==> src/hw/rtl/lspg_pkg.sv <==
// Shared types, constants and the sine table of the LED status pattern generator.
// Used by every module under hw/rtl; depends on nothing else.
package lspg_pkg;

    // Fixed by the field widths of the channels
    localparam int ELAPSED_W      = 10;
    localparam int PHASE_W        = 11;
    localparam int POS_W          = 10;
    localparam int DUTY_W         = 13;
    localparam int IN_TDATA_W     = 16;
    localparam int OUT_TDATA_W    = 16;
    localparam int CFG_INDEX_W    = 1;
    localparam int CFG_DATA_W     = 3;

    localparam int DUTY_MAX       = 8191;
    localparam int SINE_ENTRIES   = 256;
    localparam int DUTY_FIELD_MAX = 8191;

    localparam int PERIOD_MS      = 2000;
    localparam int HALF_MS        = 1000;
    localparam int CONNECT_MS     = 500;
    localparam int CONNECT_ON_MS  = 250;
    localparam int ERROR_STEP_MS  = 100;
    localparam int BEAT1_END_MS   = 150;
    localparam int BEAT2_START_MS = 250;
    localparam int BEAT2_END_MS   = 350;
    localparam int BEAT2_SPAN_MS  = BEAT2_END_MS - BEAT2_START_MS;

    // Sine table: Q15, entry k = sin(pi*k/N)
    localparam int SINE_W  = 16;
    localparam int S_W     = SINE_W + 1;
    localparam int IDX_W   = $clog2(SINE_ENTRIES);
    localparam logic [S_W-1:0] Q15_ONE = S_W'(32768);
    localparam longint unsigned PI_Q30 = 64'd3373259426;

    // Index = pos*N/span through a reciprocal; exact while pos*span < 2^IDX_SHIFT
    localparam int IDX_SHIFT = 24;
    localparam int RECIP_W   = IDX_W + IDX_SHIFT - 5;
    localparam int IDX_PROD_W = POS_W + RECIP_W;
    localparam logic [RECIP_W-1:0] RECIP_IDLE = RECIP_W'(
        (longint'(SINE_ENTRIES) * (64'd1 << IDX_SHIFT) + HALF_MS - 1) / HALF_MS);
    localparam logic [RECIP_W-1:0] RECIP_BEAT1 = RECIP_W'(
        (longint'(SINE_ENTRIES) * (64'd1 << IDX_SHIFT) + BEAT1_END_MS - 1) / BEAT1_END_MS);
    localparam logic [RECIP_W-1:0] RECIP_BEAT2 = RECIP_W'(
        (longint'(SINE_ENTRIES) * (64'd1 << IDX_SHIFT) + BEAT2_SPAN_MS - 1) / BEAT2_SPAN_MS);

    // Duty scaling
    localparam int MULT_W = $clog2(2 * DUTY_MAX + 1);
    localparam int PROD_W = S_W + MULT_W;
    localparam logic [MULT_W-1:0] MULT_BEAT = MULT_W'(DUTY_MAX);
    localparam logic [MULT_W-1:0] MULT_IDLE = MULT_W'(2 * DUTY_MAX);
    localparam logic [DUTY_W-1:0] DUTY_FULL =
        (DUTY_MAX > DUTY_FIELD_MAX) ? DUTY_W'(DUTY_FIELD_MAX) : DUTY_W'(DUTY_MAX);

    // Idle divide by 5 after the >>16, reciprocal with correction-free width
    localparam int Y_W        = PROD_W - 16;
    localparam int DIV5_SHIFT = Y_W + 3;
    localparam int DIV5_W     = Y_W + 1;
    localparam logic [DIV5_W-1:0] DIV5_RECIP =
        DIV5_W'(((64'd1 << DIV5_SHIFT) + 4) / 5);

    typedef enum logic [2:0] {
        MODE_OFF        = 3'd0,
        MODE_UPDATE     = 3'd1,
        MODE_CONNECTING = 3'd2,
        MODE_IDLE       = 3'd3,
        MODE_STREAMING  = 3'd4,
        MODE_ERROR      = 3'd5
    } led_mode_t;

    typedef enum logic [CFG_INDEX_W-1:0] {
        REG_LED_MODE = 1'd0,
        REG_ENABLE   = 1'd1
    } reg_index_t;

    typedef enum logic [2:0] {
        KIND_ZERO,
        KIND_FULL,
        KIND_IDLE,
        KIND_BEAT_HI,
        KIND_BEAT_LO
    } kind_t;

    typedef struct packed {
        kind_t            kind;
        logic             half;
        logic [IDX_W-1:0] idx;
    } index_item_t;

    typedef struct packed {
        kind_t             kind;
        logic [PROD_W-1:0] prod;
    } shape_item_t;

    typedef logic [SINE_ENTRIES-1:0][SINE_W-1:0] sine_table_t;

    // Taylor series in unsigned Q30, seven terms, rounded to Q15
    function automatic sine_table_t build_sine_table();
        sine_table_t     tbl;
        longint unsigned kk;
        longint unsigned a;
        longint unsigned term;
        longint unsigned sum;
        longint unsigned r;
        tbl = '0;
        for (int k = 0; k < SINE_ENTRIES; k++)
        begin
            kk = (2 * k > SINE_ENTRIES) ? longint'(SINE_ENTRIES - k) : longint'(k);
            a = (PI_Q30 * kk) / SINE_ENTRIES;
            term = a;
            sum = a;
            term = (((term * a) >> 30) * a) >> 30;
            term = term / 6;
            sum = (sum > term) ? (sum - term) : 64'd0;
            term = (((term * a) >> 30) * a) >> 30;
            term = term / 20;
            sum = sum + term;
            term = (((term * a) >> 30) * a) >> 30;
            term = term / 42;
            sum = (sum > term) ? (sum - term) : 64'd0;
            term = (((term * a) >> 30) * a) >> 30;
            term = term / 72;
            sum = sum + term;
            term = (((term * a) >> 30) * a) >> 30;
            term = term / 110;
            sum = (sum > term) ? (sum - term) : 64'd0;
            term = (((term * a) >> 30) * a) >> 30;
            term = term / 156;
            sum = sum + term;
            r = (sum + (64'd1 << 14)) >> 15;
            if (r > 64'd32768)
            begin
                r = 64'd32768;
            end
            tbl[k] = SINE_W'(r);
        end
        return tbl;
    endfunction

    localparam sine_table_t SINE_TABLE = build_sine_table();

endpackage

==> src/hw/rtl/lspg_phase.sv <==
// Input stage: takes tick items, advances the millisecond phase, registers it.
// Depends on lspg_pkg.
module lspg_phase
(
    input  logic                           clk,
    input  logic                           rst_n,
    input  logic                           enable,
    input  logic                           in_valid,
    output logic                           in_ready,
    input  logic [lspg_pkg::ELAPSED_W-1:0] elapsed_ms,
    output logic                           out_valid,
    input  logic                           out_ready,
    output logic [lspg_pkg::PHASE_W-1:0]   phase
);

    logic                         valid_reg;
    logic [lspg_pkg::PHASE_W-1:0] phase_reg;
    logic [lspg_pkg::PHASE_W-1:0] phase_next;
    logic [lspg_pkg::PHASE_W-1:0] stage_phase_reg;
    logic [lspg_pkg::PHASE_W:0]   sum;
    logic                         accept;

    assign in_ready = !valid_reg || out_ready;
    assign accept   = in_valid && in_ready;

    always_comb
    begin
        sum = {1'b0, phase_reg} + (lspg_pkg::PHASE_W + 1)'(elapsed_ms);
        if (sum >= (lspg_pkg::PHASE_W + 1)'(lspg_pkg::PERIOD_MS))
        begin
            sum = sum - (lspg_pkg::PHASE_W + 1)'(lspg_pkg::PERIOD_MS);
        end
        phase_next = sum[lspg_pkg::PHASE_W-1:0];
    end

    always_ff @(posedge clk or negedge rst_n)
    begin
        if (!rst_n)
        begin
            phase_reg <= '0;
            valid_reg <= 1'b0;
        end
        else
        begin
            if (accept)
            begin
                phase_reg <= phase_next;
            end
            if (in_ready)
            begin
                // disabled ticks move the phase but leave no item behind
                valid_reg <= in_valid && enable;
            end
        end
    end

    always_ff @(posedge clk)
    begin
        if (accept)
        begin
            stage_phase_reg <= phase_next;
        end
    end

    assign out_valid = valid_reg;
    assign phase     = stage_phase_reg;

    a_phase_in_range: assert property (@(posedge clk) disable iff (!rst_n)
        phase_reg < lspg_pkg::PHASE_W'(lspg_pkg::PERIOD_MS))
        else $error("phase left its period");

    a_enabled_tick_kept: assert property (@(posedge clk) disable iff (!rst_n)
        accept && enable |=> valid_reg && (stage_phase_reg == phase_reg))
        else $error("enabled tick lost or phase copy out of step");

endmodule

==> src/hw/rtl/lspg_index.sv <==
// Pattern decode: picks the waveform segment for the mode and forms the table index.
// Depends on lspg_pkg.
module lspg_index
(
    input  logic                          clk,
    input  logic                          rst_n,
    input  logic [2:0]                    led_mode,
    input  logic                          in_valid,
    output logic                          in_ready,
    input  logic [lspg_pkg::PHASE_W-1:0]  phase,
    output logic                          out_valid,
    input  logic                          out_ready,
    output lspg_pkg::index_item_t         item
);

    logic                            valid_reg;
    lspg_pkg::index_item_t           item_reg;
    lspg_pkg::index_item_t           item_next;
    logic                            half;
    logic [lspg_pkg::POS_W-1:0]      pos;
    logic [lspg_pkg::POS_W-1:0]      pos_500;
    logic [lspg_pkg::POS_W-1:0]      num;
    logic [lspg_pkg::RECIP_W-1:0]    recip;
    logic [lspg_pkg::IDX_PROD_W-1:0] idx_prod;
    logic                            hundreds_odd;
    lspg_pkg::kind_t                 kind;

    assign in_ready = !valid_reg || out_ready;

    always_comb
    begin
        half = phase >= lspg_pkg::PHASE_W'(lspg_pkg::HALF_MS);
        pos  = half ? lspg_pkg::POS_W'(phase - lspg_pkg::PHASE_W'(lspg_pkg::HALF_MS))
                    : phase[lspg_pkg::POS_W-1:0];
        pos_500 = (pos >= lspg_pkg::POS_W'(lspg_pkg::CONNECT_MS))
                ? pos - lspg_pkg::POS_W'(lspg_pkg::CONNECT_MS) : pos;

        // error blinks on even hundreds of ms
        hundreds_odd = 1'b0;
        for (int j = 1; j < 10; j++)
        begin
            hundreds_odd = hundreds_odd ^ (pos >= lspg_pkg::POS_W'(lspg_pkg::ERROR_STEP_MS * j));
        end

        kind  = lspg_pkg::KIND_ZERO;
        num   = pos;
        recip = lspg_pkg::RECIP_IDLE;
        unique case (lspg_pkg::led_mode_t'(led_mode))
            lspg_pkg::MODE_CONNECTING:
            begin
                kind = (pos_500 < lspg_pkg::POS_W'(lspg_pkg::CONNECT_ON_MS))
                     ? lspg_pkg::KIND_FULL : lspg_pkg::KIND_ZERO;
            end
            lspg_pkg::MODE_IDLE:
            begin
                kind = lspg_pkg::KIND_IDLE;
            end
            lspg_pkg::MODE_STREAMING:
            begin
                if (pos < lspg_pkg::POS_W'(lspg_pkg::BEAT1_END_MS))
                begin
                    kind  = lspg_pkg::KIND_BEAT_HI;
                    recip = lspg_pkg::RECIP_BEAT1;
                end
                else if (pos >= lspg_pkg::POS_W'(lspg_pkg::BEAT2_START_MS) &&
                         pos <  lspg_pkg::POS_W'(lspg_pkg::BEAT2_END_MS))
                begin
                    kind  = lspg_pkg::KIND_BEAT_LO;
                    num   = pos - lspg_pkg::POS_W'(lspg_pkg::BEAT2_START_MS);
                    recip = lspg_pkg::RECIP_BEAT2;
                end
            end
            lspg_pkg::MODE_ERROR:
            begin
                kind = hundreds_odd ? lspg_pkg::KIND_ZERO : lspg_pkg::KIND_FULL;
            end
            default:
            begin
                kind = lspg_pkg::KIND_ZERO;
            end
        endcase

        idx_prod = lspg_pkg::IDX_PROD_W'(num) * lspg_pkg::IDX_PROD_W'(recip);
        item_next.kind = kind;
        item_next.half = half;
        item_next.idx  = idx_prod[lspg_pkg::IDX_SHIFT +: lspg_pkg::IDX_W];
    end

    always_ff @(posedge clk or negedge rst_n)
    begin
        if (!rst_n)
        begin
            valid_reg <= 1'b0;
        end
        else if (in_ready)
        begin
            valid_reg <= in_valid;
        end
    end

    always_ff @(posedge clk)
    begin
        if (in_valid && in_ready)
        begin
            item_reg <= item_next;
        end
    end

    assign out_valid = valid_reg;
    assign item      = item_reg;

    a_index_in_table: assert property (@(posedge clk) disable iff (!rst_n)
        valid_reg && (item_reg.kind == lspg_pkg::KIND_IDLE ||
                      item_reg.kind == lspg_pkg::KIND_BEAT_HI ||
                      item_reg.kind == lspg_pkg::KIND_BEAT_LO)
        |-> (32'(item_reg.idx) < lspg_pkg::SINE_ENTRIES))
        else $error("sine index beyond table");

endmodule

==> src/hw/rtl/lspg_shape.sv <==
// Table stage: reads the sine value, offsets it for breathing and scales by the duty range.
// Depends on lspg_pkg.
module lspg_shape
(
    input  logic                  clk,
    input  logic                  rst_n,
    input  logic                  in_valid,
    output logic                  in_ready,
    input  lspg_pkg::index_item_t in_item,
    output logic                  out_valid,
    input  logic                  out_ready,
    output lspg_pkg::shape_item_t out_item
);

    logic                          valid_reg;
    lspg_pkg::shape_item_t         item_reg;
    lspg_pkg::shape_item_t         item_next;
    logic [lspg_pkg::SINE_W-1:0]   sine;
    logic [lspg_pkg::S_W-1:0]      level;
    logic [lspg_pkg::MULT_W-1:0]   mult;

    assign in_ready = !valid_reg || out_ready;

    always_comb
    begin
        sine = lspg_pkg::SINE_TABLE[in_item.idx];
        if (in_item.kind == lspg_pkg::KIND_IDLE)
        begin
            // second half of the period runs the sine below mid level
            level = in_item.half ? lspg_pkg::Q15_ONE - lspg_pkg::S_W'(sine)
                                 : lspg_pkg::Q15_ONE + lspg_pkg::S_W'(sine);
            mult  = lspg_pkg::MULT_IDLE;
        end
        else
        begin
            level = lspg_pkg::S_W'(sine);
            mult  = lspg_pkg::MULT_BEAT;
        end
        item_next.kind = in_item.kind;
        item_next.prod = lspg_pkg::PROD_W'(level) * lspg_pkg::PROD_W'(mult);
    end

    always_ff @(posedge clk or negedge rst_n)
    begin
        if (!rst_n)
        begin
            valid_reg <= 1'b0;
        end
        else if (in_ready)
        begin
            valid_reg <= in_valid;
        end
    end

    always_ff @(posedge clk)
    begin
        if (in_valid && in_ready)
        begin
            item_reg <= item_next;
        end
    end

    assign out_valid = valid_reg;
    assign out_item  = item_reg;

endmodule

==> src/hw/rtl/lspg_scale.sv <==
// Output stage: final shift or divide by five, saturation, and the duty output register.
// Depends on lspg_pkg.
module lspg_scale
(
    input  logic                        clk,
    input  logic                        rst_n,
    input  logic                        in_valid,
    output logic                        in_ready,
    input  lspg_pkg::shape_item_t       in_item,
    output logic                        out_valid,
    input  logic                        out_ready,
    output logic [lspg_pkg::DUTY_W-1:0] duty
);

    localparam int QP_W = lspg_pkg::Y_W + lspg_pkg::DIV5_W;

    logic                          valid_reg;
    logic [lspg_pkg::DUTY_W-1:0]   duty_reg;
    logic [lspg_pkg::DUTY_W-1:0]   duty_next;
    logic [lspg_pkg::Y_W-1:0]      y;
    logic [QP_W-1:0]               q_prod;
    logic [lspg_pkg::PROD_W-1:0]   value;

    assign in_ready = !valid_reg || out_ready;

    always_comb
    begin
        y      = in_item.prod[lspg_pkg::PROD_W-1:16];
        q_prod = QP_W'(y) * QP_W'(lspg_pkg::DIV5_RECIP);
        case (in_item.kind)
            lspg_pkg::KIND_IDLE:
            begin
                value = lspg_pkg::PROD_W'(q_prod >> lspg_pkg::DIV5_SHIFT);
            end
            lspg_pkg::KIND_BEAT_HI:
            begin
                value = in_item.prod >> 15;
            end
            lspg_pkg::KIND_BEAT_LO:
            begin
                value = in_item.prod >> 16;
            end
            lspg_pkg::KIND_FULL:
            begin
                value = lspg_pkg::PROD_W'(lspg_pkg::DUTY_FULL);
            end
            default:
            begin
                value = '0;
            end
        endcase
        duty_next = (value > lspg_pkg::PROD_W'(lspg_pkg::DUTY_FIELD_MAX))
                  ? lspg_pkg::DUTY_W'(lspg_pkg::DUTY_FIELD_MAX)
                  : value[lspg_pkg::DUTY_W-1:0];
    end

    always_ff @(posedge clk or negedge rst_n)
    begin
        if (!rst_n)
        begin
            valid_reg <= 1'b0;
        end
        else if (in_ready)
        begin
            valid_reg <= in_valid;
        end
    end

    always_ff @(posedge clk)
    begin
        if (in_valid && in_ready)
        begin
            duty_reg <= duty_next;
        end
    end

    assign out_valid = valid_reg;
    assign duty      = duty_reg;

endmodule

==> src/hw/rtl/led_status_pattern_generator.sv <==
// LED status pattern generator: top level, configuration registers and stage chain.
// Depends on lspg_pkg, lspg_phase, lspg_index, lspg_shape, lspg_scale.
//
// Usage:
//   s_axis carries tick items; tdata[9:0] is the milliseconds elapsed since the
//   previous tick. m_axis carries one duty item per tick while enabled;
//   tdata[12:0] is the PWM duty, 8191 fully on.
//   cfg_we/cfg_index/cfg_data write led_mode (index 0) and enable (index 1);
//   write them only while no tick is in flight.
//   Every tick advances the 2000 ms phase; disabled ticks give no output item.
//   An accepted tick passes the phase register, the index multiply, the table and
//   scaling multiply and the output register before its duty item is on m_axis.
//   Throughput: one tick per cycle while m_axis_tready stays high, set by the
//   four-stage pipeline in which every stage holds one item.
//   Each stage has its own valid bit, so a stalled receiver holds the output
//   register while empty stages upstream keep taking ticks; s_axis_tready
//   drops only once every stage is full.
//   Reset clears the phase to 0, the mode to off, enable to 0 and empties the
//   pipeline; no sweep is needed.
module led_status_pattern_generator
(
    input  logic                              clk,
    input  logic                              rst_n,
    input  logic                              s_axis_tvalid,
    output logic                              s_axis_tready,
    input  logic [lspg_pkg::IN_TDATA_W-1:0]   s_axis_tdata,   // [9:0] elapsed_ms
    output logic                              m_axis_tvalid,
    input  logic                              m_axis_tready,
    output logic [lspg_pkg::OUT_TDATA_W-1:0]  m_axis_tdata,   // [12:0] duty
    input  logic                              cfg_we,
    input  logic [lspg_pkg::CFG_INDEX_W-1:0]  cfg_index,
    input  logic [lspg_pkg::CFG_DATA_W-1:0]   cfg_data
);

    logic [2:0]                     led_mode_reg;
    logic                           enable_reg;

    logic                           phase_valid;
    logic                           phase_ready;
    logic [lspg_pkg::PHASE_W-1:0]   phase;
    logic                           index_valid;
    logic                           index_ready;
    lspg_pkg::index_item_t          index_item;
    logic                           shape_valid;
    logic                           shape_ready;
    lspg_pkg::shape_item_t          shape_item;
    logic [lspg_pkg::DUTY_W-1:0]    duty;

    always_ff @(posedge clk or negedge rst_n)
    begin
        if (!rst_n)
        begin
            led_mode_reg <= lspg_pkg::MODE_OFF;
            enable_reg   <= 1'b0;
        end
        else if (cfg_we)
        begin
            unique case (lspg_pkg::reg_index_t'(cfg_index))
                lspg_pkg::REG_LED_MODE:
                begin
                    led_mode_reg <= cfg_data[2:0];
                end
                lspg_pkg::REG_ENABLE:
                begin
                    enable_reg <= cfg_data[0];
                end
                default:
                begin
                end
            endcase
        end
    end

    lspg_phase u_phase
    (
        .clk        (clk),
        .rst_n      (rst_n),
        .enable     (enable_reg),
        .in_valid   (s_axis_tvalid),
        .in_ready   (s_axis_tready),
        .elapsed_ms (s_axis_tdata[lspg_pkg::ELAPSED_W-1:0]),
        .out_valid  (phase_valid),
        .out_ready  (phase_ready),
        .phase      (phase)
    );

    lspg_index u_index
    (
        .clk       (clk),
        .rst_n     (rst_n),
        .led_mode  (led_mode_reg),
        .in_valid  (phase_valid),
        .in_ready  (phase_ready),
        .phase     (phase),
        .out_valid (index_valid),
        .out_ready (index_ready),
        .item      (index_item)
    );

    lspg_shape u_shape
    (
        .clk       (clk),
        .rst_n     (rst_n),
        .in_valid  (index_valid),
        .in_ready  (index_ready),
        .in_item   (index_item),
        .out_valid (shape_valid),
        .out_ready (shape_ready),
        .out_item  (shape_item)
    );

    lspg_scale u_scale
    (
        .clk       (clk),
        .rst_n     (rst_n),
        .in_valid  (shape_valid),
        .in_ready  (shape_ready),
        .in_item   (shape_item),
        .out_valid (m_axis_tvalid),
        .out_ready (m_axis_tready),
        .duty      (duty)
    );

    assign m_axis_tdata = {{(lspg_pkg::OUT_TDATA_W - lspg_pkg::DUTY_W){1'b0}}, duty};

    a_full_duty_held: assert property (@(posedge clk) disable iff (!rst_n)
        shape_valid && shape_ready && shape_item.kind == lspg_pkg::KIND_FULL
        |=> m_axis_tvalid && (duty == lspg_pkg::DUTY_FULL))
        else $error("square wave on-level not delivered");

endmodule
==> config.mk <==
export PLATFORM = sky130hd
export DESIGN_NAME = led_status_pattern_generator
export DESIGN_NICKNAME = d
export VERILOG_FILES = /design/src/hw/rtl/lspg_pkg.sv /design/src/hw/rtl/lspg_phase.sv /design/src/hw/rtl/lspg_index.sv /design/src/hw/rtl/lspg_shape.sv /design/src/hw/rtl/lspg_scale.sv /design/src/hw/rtl/led_status_pattern_generator.sv
export SDC_FILE = /design/constraint.sdc
export NUM_CORES = 1
export LEC_CHECK = 0
export BUFFER_PORTS_ARGS = -buffer_cell sky130_fd_sc_hd__buf_2
export CAP_MARGIN = 10
export CELL_PAD_IN_SITES_DETAIL_PLACEMENT = 0
export CELL_PAD_IN_SITES_GLOBAL_PLACEMENT = 1
export CORE_AREA = 2 2 279 254
export DETAILED_ROUTE_END_ITERATION = 16
export DIE_AREA = 0 0 281 256
export PLACE_DENSITY = 0.63
export SYNTH_ARGS = -nofsm -noshare
export SYNTH_HDL_FRONTEND = slang
export SYNTH_SLANG_ARGS = --single-unit
==> constraint.sdc <==
create_clock -name clk -period 10.5 [get_ports clk]
set_input_delay 0.525 -clock clk [delete_from_list [all_inputs] [get_ports clk]]
set_output_delay 0.525 -clock clk [all_outputs]
set_load 0.05 [all_outputs]
==> flow_summary.html, run 1 <==
<table>
<tr><th>Metric</th><th>Value</th></tr>
<tr><th colspan="2">Clock network</th></tr>
<tr><td>TritonCTS Buffers</td><td>9</td></tr>
<tr><td>Maximum buffer depth of the clock tree</td><td>2</td></tr>
<tr><td>Source-to-sink clock delay at the later pin of the worst-skew pair</td><td>0.38 ns</td></tr>
<tr><td>Number of clock sinks seen by CTS</td><td>90</td></tr>
<tr><td>Root buffer cell</td><td>clkbuf_16</td></tr>
<tr><td>Clock-pin slew on the worst setup and hold paths</td><td>0.08 ns</td></tr>
<tr><td>Number of buffers added to fix hold violations after cts</td><td>0</td></tr>
<tr><td>CTS H-Tree Depth</td><td>3</td></tr>
<tr><td>CTS tree</td><td>yes</td></tr>
<tr><th colspan="2">Logic synthesis</th></tr>
<tr><td>Multiplexer area fraction after synthesis</td><td>0.872%</td></tr>
<tr><td>Synth Instances</td><td>2720</td></tr>
<tr><td>Leading post-synthesis cells by cell area</td><td>fa_1 (29%), ha_1 (17%), inv_1 (8.1%)</td></tr>
<tr><td>Number of enable-type register cells in the synthesized netlist</td><td>55</td></tr>
<tr><td>Post-synthesis share of cell area spent on full adders, half adders and majority gates</td><td>45.7%</td></tr>
<tr><td>Xor and xnor area share after synthesis</td><td>2.66%</td></tr>
<tr><td>Compound-cell area share of the yosys netlist</td><td>18.2%</td></tr>
<tr><td>Post-Synth Simple-Gate Area</td><td>11.7%</td></tr>
<tr><td>Average cell area after synthesis</td><td>8.81 um2</td></tr>
<tr><td>Share of Yosys cell area claimed by the top area cell type</td><td>28.9%</td></tr>
<tr><td>Count of synthesis-stage warnings from yosys</td><td>0</td></tr>
<tr><td>Primary flip-flop cell chosen by synthesis mapping</td><td>edfxtp_1</td></tr>
<tr><td>Post-Synthesis Cell Area</td><td>24000 um2</td></tr>
<tr><td>Main combinational cell family by area after synthesis</td><td>adder cells</td></tr>
<tr><td>Cell type contributing the most total cell area after synthesis</td><td>fa_1</td></tr>
<tr><td>Share of synthesized registers carrying an async set or reset</td><td>21.1%</td></tr>
<tr><td>Post-synthesis register bit count</td><td>90</td></tr>
<tr><td>Cell variety after synth</td><td>104</td></tr>
<tr><td>Sequential-to-total area share from yosys stat</td><td>10.2%</td></tr>
<tr><th colspan="2">Floorplanning</th></tr>
<tr><td>Die boundary height</td><td>256 um</td></tr>
<tr><td>Standard cell core area</td><td>69200 um2</td></tr>
<tr><td>Number of placement rows</td><td>92</td></tr>
<tr><td>Die outline area</td><td>71900 um2</td></tr>
<tr><td>Die X-Extent</td><td>281 um</td></tr>
<tr><td>Starting Density</td><td>34.6%</td></tr>
<tr><td>Boundary pin count</td><td>43</td></tr>
<tr><th colspan="2">Global routing</th></tr>
<tr><td>Total congestion overflow</td><td>0</td></tr>
<tr><td>Initial antenna violation count</td><td>1</td></tr>
<tr><td>Global-route usage over all layers</td><td>23.3%</td></tr>
<tr><td>Global-route wire length before repair</td><td>129000 um</td></tr>
<tr><td>Pin count of the biggest net entering global routing</td><td>57</td></tr>
<tr><td>Via count of the first global-routing pass</td><td>21500</td></tr>
<tr><th colspan="2">Worst setup path</th></tr>
<tr><td>Launch point of the worst reg-to-reg path</td><td>u_phase.phase[4]</td></tr>
<tr><td>Kind of cell adding the most delay to the critical path</td><td>adder cells</td></tr>
<tr><td>Number of cells on the worst reg-to-reg path</td><td>39</td></tr>
<tr><td>Slack of the worst reg-to-reg path</td><td>0.25 ns</td></tr>
<tr><td>CP peak stage delay</td><td>0.57 ns</td></tr>
<tr><td>Arrival time at the worst endpoint</td><td>10.54 ns</td></tr>
<tr><td>Startpoint Class</td><td>flop</td></tr>
<tr><td>Worst reg2reg path endpoint</td><td>u_shape.sine[4]</td></tr>
<tr><td>Critical-path cell with the highest stage delay</td><td>or4b_4</td></tr>
<tr><td>Type of the worst setup path</td><td>reg -&gt; reg</td></tr>
<tr><td>Cell repeated most along the worst path</td><td>fa_1</td></tr>
<tr><td>Worst-path fanout max</td><td>26</td></tr>
<tr><td>Buf/Inv on CP</td><td>8</td></tr>
<tr><td>Endpoint kind of the worst setup timing path</td><td>flop</td></tr>
<tr><td>Data required time at the worst endpoint</td><td>10.80 ns</td></tr>
<tr><th colspan="2">STA</th></tr>
<tr><td>Count of endpoints failing setup in the final report</td><td>0</td></tr>
<tr><td>Slew HR</td><td>25.6%</td></tr>
<tr><td>Final worst clock skew</td><td>0.0162 ns</td></tr>
<tr><td>Slew @ Worst Pin</td><td>1.12 ns</td></tr>
<tr><td>Clock period minus final worst setup slack</td><td>10.25 ns</td></tr>
<tr><td>Max-slew violation count</td><td>0</td></tr>
<tr><td>Fmax</td><td>97.6 MHz</td></tr>
<tr><td>Final period util</td><td>97.6%</td></tr>
<tr><td>Final Hold Vio Count</td><td>0</td></tr>
<tr><th colspan="2">Finish</th></tr>
<tr><td>Final Util</td><td>39.3%</td></tr>
<tr><td>Max FFs per register</td><td>22</td></tr>
<tr><td>Layout cell share with drive strength beyond 1</td><td>13.9%</td></tr>
<tr><td>Area growth from synthesis to final layout</td><td>13.5%</td></tr>
<tr><td>Post-layout nets</td><td>3548</td></tr>
<tr><th colspan="2">Place</th></tr>
<tr><td>Final GP Congestion</td><td>0.984</td></tr>
<tr><td>Post-DP HPWL</td><td>68200 um</td></tr>
<tr><td>Port Buffers</td><td>33</td></tr>
<tr><th colspan="2">Detailed routing</th></tr>
<tr><td>Total number of vias</td><td>20800</td></tr>
<tr><td>DR iter-0 viols</td><td>1770</td></tr>
<tr><td>Drt wl/cell</td><td>22.0 um</td></tr>
<tr><td>Total Routed Length</td><td>83700 um</td></tr>
<tr><td>First-pass iteration count of the detailed router</td><td>5</td></tr>
<tr><td>Count of antenna-violating nets left after detailed routing</td><td>0</td></tr>
<tr><td>Detailed-route vias per instance</td><td>5.47</td></tr>
<tr><td>DRC viols</td><td>0</td></tr>
<tr><th colspan="2">Flow run</th></tr>
<tr><td>Max Cap Violations</td><td>0</td></tr>
<tr><th colspan="2">Worst hold path</th></tr>
<tr><td>Hold Path Class</td><td>in -&gt; async</td></tr>
<tr><th colspan="2">Outcome</th></tr>
<tr><td>Run status</td><td>finished clean</td></tr>
</table>
## Yosys cell counts (36+ instances only)
cell type  instances
inv_1            519
fa_1             346
ha_1             322
nand2_1          174
nor2_1           171
o21ai_0          146
a21oi_1          136
clkbuf_1          63
edfxtp_1          55
nor3_1            48
xnor2_1           45
nand3_1           43
a31oi_1           36
## final cells by class
type,instances,area (um2)
antenna,2,5.00
clock buffer,9,225
clock inverter,7,71.3
fill,7070,42000
inverter,524,1980
multi-input combinational,1992,19400
sequential,90,2450
tap,940,1180
timing repair buffer,238,1940
## cells by family after synthesis
group / after synthesis
other: 2
buffers and inverters: 644
AND/OR/NAND/NOR: 586
flip-flops: 90
AO/OA/AOI/OAI: 640
multiplexers: 19
XOR/XNOR: 71
adder cells (fa/ha/maj): 668
## worst max path at each step
| stage | startpoint | end | slack, ns | depth (start not counted) |
|---|---|---|---|---|
| after global routing | u_phase.phase[4] | u_shape.sine[6] | -0.05 | 39 |
| after floorplan | u_phase.phase[1] | u_shape.sine[9] | 0.11 | 45 |
| after detailed placement | u_phase.phase[4] | u_shape.sine[10] | -0.16 | 40 |
| final | u_phase.phase[4] | u_shape.sine[4] | 0.25 | 39 |
| after global placement | u_phase.phase[4] | u_shape.sine[10] | -0.04 | 39 |
| after CTS | u_phase.phase[4] | u_shape.sine[5] | 0.05 | 43 |
## placed cells by master, fill, tap and decap left out, types with 19 or more instances in the layout
cell,n
a211oi_1,34
edfxtp_1,55
ha_1,315
and2_1,28
inv_1,514
xor2_1,25
a21oi_1,128
nand3_1,43
o211ai_1,23
buf_4,185
fa_1,345
buf_2,33
nand2_1,170
nor2_1,157
o21ai_0,140
nor3_1,44
a21o_1,20
xnor2_1,42
a31oi_1,33
dfrtp_1,19
a221oi_1,27
## through the flow
stage	setup WS, ns	area, um2	std cells	TNS [ns]	hold WS (ns)
after floorplan	0.107	24000	2726	0	0.229
after global placement	-0.0405	26300	3763	-0.0405	0.466
after detailed placement	-0.158	26300	3763	-0.385	0.473
after CTS	0.0496	26600	3779	0	0.0940
after global routing	-0.0462	27200	3801	-0.0462	0.105
final	0.253	27200	3802	0	0.0866
## per-layer routing
metal | part of all wire [%] | track usage (%) | vias up
met4 | 2.6 | 6.27 | 0
met3 | 7.4 | 4.65 | 127
met1 | 45 | 33.1 | 10400
li1 | - | - | 9506
met5 | 0 | 0 | -
met2 | 45 | 35.8 | 780
## repair_timing
action | in CTS | in global routing
setup buffers | 0 | 19
resized for setup | 6 | 93
endpoints found under the setup margin | 7 | 16
gates cloned | 0 | 1
pin swaps | 0 | 14
Power of run 1 is left out: the tool's default activity adds up to more than one toggle a clock period on the data nets, which glitch-free logic cannot reach.
==> run 2: changes to the inputs <==
--- a/config.mk
+++ b/config.mk
@@ -10,6 +10,7 @@
 export CELL_PAD_IN_SITES_DETAIL_PLACEMENT = 0
 export CELL_PAD_IN_SITES_GLOBAL_PLACEMENT = 1
 export CORE_AREA = 2 2 279 254
+export CTS_BUF_LIST = sky130_fd_sc_hd__clkbuf_2
 export DETAILED_ROUTE_END_ITERATION = 16
 export DIE_AREA = 0 0 281 256
 export PLACE_DENSITY = 0.63
==> run 2 against run 1 <==
Compared with the run above:
- register-to-register slack better by 0.08 ns
- final area shrank 1.0%
- via count barely moved
- largest cell class unchanged
- setup slack better by 0.077 ns
- critical path type unchanged
- clock skew up 0.050 ns
- flip-flop and latch count is the same
- hold slack lost 0.0094 ns
- sequential share of layout area rose by 0.094 points
==> flow_summary.html, run 2 (synthesis results as in run 1) <==
<table>
<tr><th>Metric</th><th>Value</th></tr>
<tr><th colspan="2">Outcome</th></tr>
<tr><td>Run status</td><td>finished clean</td></tr>
<tr><th colspan="2">Worst setup path</th></tr>
<tr><td>Launch point of the worst reg-to-reg path</td><td>u_phase.phase[1]</td></tr>
<tr><td>Slack of the worst reg-to-reg path</td><td>0.33 ns (+0.08 ns)</td></tr>
<tr><td>Number of cells on the worst reg-to-reg path</td><td>39 (unchanged)</td></tr>
<tr><td>Data required time at the worst endpoint</td><td>11.10 ns (+0.30 ns)</td></tr>
<tr><td>Worst-path fanout max</td><td>26 (unchanged)</td></tr>
<tr><td>Critical-path cell with the highest stage delay</td><td>or4b_4</td></tr>
<tr><td>Startpoint Class</td><td>flop</td></tr>
<tr><td>CP peak stage delay</td><td>0.57 ns (about the same)</td></tr>
<tr><td>Arrival time at the worst endpoint</td><td>10.77 ns (+0.23 ns)</td></tr>
<tr><td>Worst reg2reg path endpoint</td><td>u_shape.sine[1]</td></tr>
<tr><td>Endpoint kind of the worst setup timing path</td><td>flop</td></tr>
<tr><td>Type of the worst setup path</td><td>reg -&gt; reg</td></tr>
<tr><th colspan="2">Clock network</th></tr>
<tr><td>Maximum buffer depth of the clock tree</td><td>2 (unchanged)</td></tr>
<tr><td>Clock-pin slew on the worst setup and hold paths</td><td>0.32 ns (+0.24 ns)</td></tr>
<tr><td>TritonCTS Buffers</td><td>9 (unchanged)</td></tr>
<tr><td>Root buffer cell</td><td>clkbuf_2</td></tr>
<tr><td>Source-to-sink clock delay at the later pin of the worst-skew pair</td><td>0.71 ns (+0.33 ns)</td></tr>
<tr><td>CTS tree</td><td>yes</td></tr>
<tr><td>Number of clock sinks seen by CTS</td><td>90 (unchanged)</td></tr>
<tr><td>CTS H-Tree Depth</td><td>3 (unchanged)</td></tr>
<tr><th colspan="2">Detailed routing</th></tr>
<tr><td>Met2 WL</td><td>36900 um (-1.0%)</td></tr>
<tr><td>Drt wl/cell</td><td>22.0 um (-0.21%)</td></tr>
<tr><td>Met3 Wirelength</td><td>5820 um (-5.8%)</td></tr>
<tr><td>DRC viols</td><td>0 (unchanged)</td></tr>
<tr><td>Count of antenna-violating nets left after detailed routing</td><td>0 (unchanged)</td></tr>
<tr><td>Metal-1 WL</td><td>38400 um (+0.89%)</td></tr>
<tr><td>DR iter-0 viols</td><td>1620 (-8.5%)</td></tr>
<tr><td>Uppermost layer routed</td><td>met4</td></tr>
<tr><td>Detailed-route vias per instance</td><td>5.47 (about the same)</td></tr>
<tr><td>Total number of vias</td><td>20800 (-0.034%)</td></tr>
<tr><td>First-pass iteration count of the detailed router</td><td>6 (+1)</td></tr>
<tr><td>Total Routed Length</td><td>83400 um (-0.35%)</td></tr>
<tr><th colspan="2">Worst hold path</th></tr>
<tr><td>Hold Path Class</td><td>in -&gt; reg</td></tr>
<tr><td>Hold-critical path endpoint</td><td>led_mode_reg[1]</td></tr>
<tr><td>Hold depth</td><td>2</td></tr>
<tr><td>Launch point of the worst hold path</td><td>cfg_data[1]</td></tr>
<tr><th colspan="2">Global routing</th></tr>
<tr><td>Pin count of the biggest net entering global routing</td><td>57 (unchanged)</td></tr>
<tr><td>Global-route usage over all layers</td><td>23.2% (-0.045 points)</td></tr>
<tr><td>Initial antenna violation count</td><td>1 (unchanged)</td></tr>
<tr><td>Global-route wire length before repair</td><td>129000 um (-0.17%)</td></tr>
<tr><td>Total congestion overflow</td><td>0 (unchanged)</td></tr>
<tr><td>Via count of the first global-routing pass</td><td>21500 (-0.13%)</td></tr>
<tr><th colspan="2">STA</th></tr>
<tr><td>Clock period minus final worst setup slack</td><td>10.17 ns (-0.0765 ns)</td></tr>
<tr><td>Final Hold Vio Count</td><td>0 (unchanged)</td></tr>
<tr><td>Slew @ Worst Pin</td><td>1.12 ns (+0.00320 ns)</td></tr>
<tr><td>Fmax</td><td>98.3 MHz (+0.75%)</td></tr>
<tr><td>Setup repair after global routing missed its margin</td><td>yes</td></tr>
<tr><td>Slew HR</td><td>25.3% (-0.21 points)</td></tr>
<tr><td>Max-slew violation count</td><td>0 (unchanged)</td></tr>
<tr><td>Final worst clock skew</td><td>0.0658 ns (+0.0496 ns)</td></tr>
<tr><td>Final period util</td><td>96.9% (-0.73 points)</td></tr>
<tr><td>Count of endpoints failing setup in the final report</td><td>0 (unchanged)</td></tr>
<tr><th colspan="2">Finish</th></tr>
<tr><td>Area taken by flip-flops and latches</td><td>2450 um2 (unchanged)</td></tr>
<tr><td>Layout filler cell count</td><td>7110 (+0.57%)</td></tr>
<tr><td>Area of the multi-input gates</td><td>19300 um2 (-0.30%)</td></tr>
<tr><td>Post-layout nets</td><td>3544 (-0.11%)</td></tr>
<tr><td>Max FFs per register</td><td>22 (unchanged)</td></tr>
<tr><td>Area growth from synthesis to final layout</td><td>12.3%</td></tr>
<tr><td>Most common cell after layout, fill and taps aside</td><td>inv_1</td></tr>
<tr><td>Leading cell types in the layout, fill and taps excluded</td><td>inv_1 (514), fa_1 (345), ha_1 (315)</td></tr>
<tr><td>Post-route cell area</td><td>26900 um2 (-1.0%)</td></tr>
<tr><td>Final Util</td><td>38.9% (-0.41 points)</td></tr>
<tr><td>Layout cell share with drive strength beyond 1</td><td>13.4% (-0.54 points)</td></tr>
<tr><th colspan="2">Floorplanning</th></tr>
<tr><td>Die X-Extent</td><td>281 um (unchanged)</td></tr>
<tr><td>Starting Density</td><td>34.6% (unchanged)</td></tr>
<tr><td>Die outline area</td><td>71900 um2 (unchanged)</td></tr>
<tr><td>Number of placement rows</td><td>92 (unchanged)</td></tr>
<tr><td>Die boundary height</td><td>256 um (unchanged)</td></tr>
<tr><td>Boundary pin count</td><td>43 (unchanged)</td></tr>
<tr><td>Standard cell core area</td><td>69200 um2 (unchanged)</td></tr>
<tr><th colspan="2">Place</th></tr>
<tr><td>Post-DP HPWL</td><td>68200 um (unchanged)</td></tr>
<tr><td>Total cell area at the placement stage</td><td>26300 um2 (unchanged)</td></tr>
<tr><td>Final GP Congestion</td><td>0.984 (unchanged)</td></tr>
<tr><td>Port Buffers</td><td>33 (unchanged)</td></tr>
<tr><th colspan="2">Flow run</th></tr>
<tr><td>Max Cap Violations</td><td>0 (unchanged)</td></tr>
</table>
==> run 2: worst max-delay path, delay by kind of cell (launching register included) <==
family | cells | cell delay (ns)
and+or+nand+nor | 11 | 2.83
AOI/OAI and AO/OA | 10 | 2.13
DFF | 1 | 0.47
buffers and inverters | 9 | 1.04
adders and majority gates | 9 | 3.57
==> run 2: worst max-delay path by stage <==
stage / from / endpoint / slack [ns]
after floorplan: u_phase.phase[1] / u_shape.sine[9] / 0.11
after global placement: u_phase.phase[4] / u_shape.sine[10] / -0.04
after detailed placement: u_phase.phase[4] / u_shape.sine[10] / -0.16
after CTS: u_phase.phase[4] / u_shape.sine[4] / -0.03
after global routing: u_phase.phase[1] / u_shape.sine[6] / -0.06
final: u_phase.phase[1] / u_shape.sine[1] / 0.33
==> run 2: metrics by stage <==
stage	hold slack (ns)	setup slack (ns)	cells	TNS [ns]
6_report	0.0772	0.329	3797	0
5_1_grt	0.00304	-0.0582	3797	-0.236
4_1_cts	0.00555	-0.0332	3780	-0.0332
3_5_place_dp	0.473	-0.158	3763	-0.385
3_3_place_gp	0.466	-0.0405	3763	-0.0405
2_1_floorplan	0.229	0.107	2726	0
==> run 2: metal layers <==
| layer | vias to the layer above | global-route usage, % |
|---|---|---|
| met2 | 749 | 35.7 |
| li1 | 9486 | - |
| met1 | 10400 | 33.1 |
| met5 | - | 0 |
| met4 | 0 | 6.12 |
| met3 | 131 | 4.66 |
==> run 2: cell type report <==
class | count | share of cell area [%]
Inverter | 524 | 7.36
Antenna cell | 1 | 0.00930
Clock buffer | 9 | 0.167
Timing Repair Buffer | 234 | 7.05
Clock inverter | 7 | 0.265
Multi-Input combinational cell | 1992 | 71.7
Sequential cell | 90 | 9.09
Tap cell | 940 | 4.37
==> run 2: what timing repair did <==
item | 4_1_cts | 5_1_grt
gates resized for setup | 4 | 84
buffers inserted | 0 | 13
hold buffers | 1 | 1
hold endpoints to repair | 19 | 1
setup endpoints to repair | 7 | 16
gates cloned | 0 | 1
pin swaps | 0 | 9
Power of run 2 is left out for the same reason.
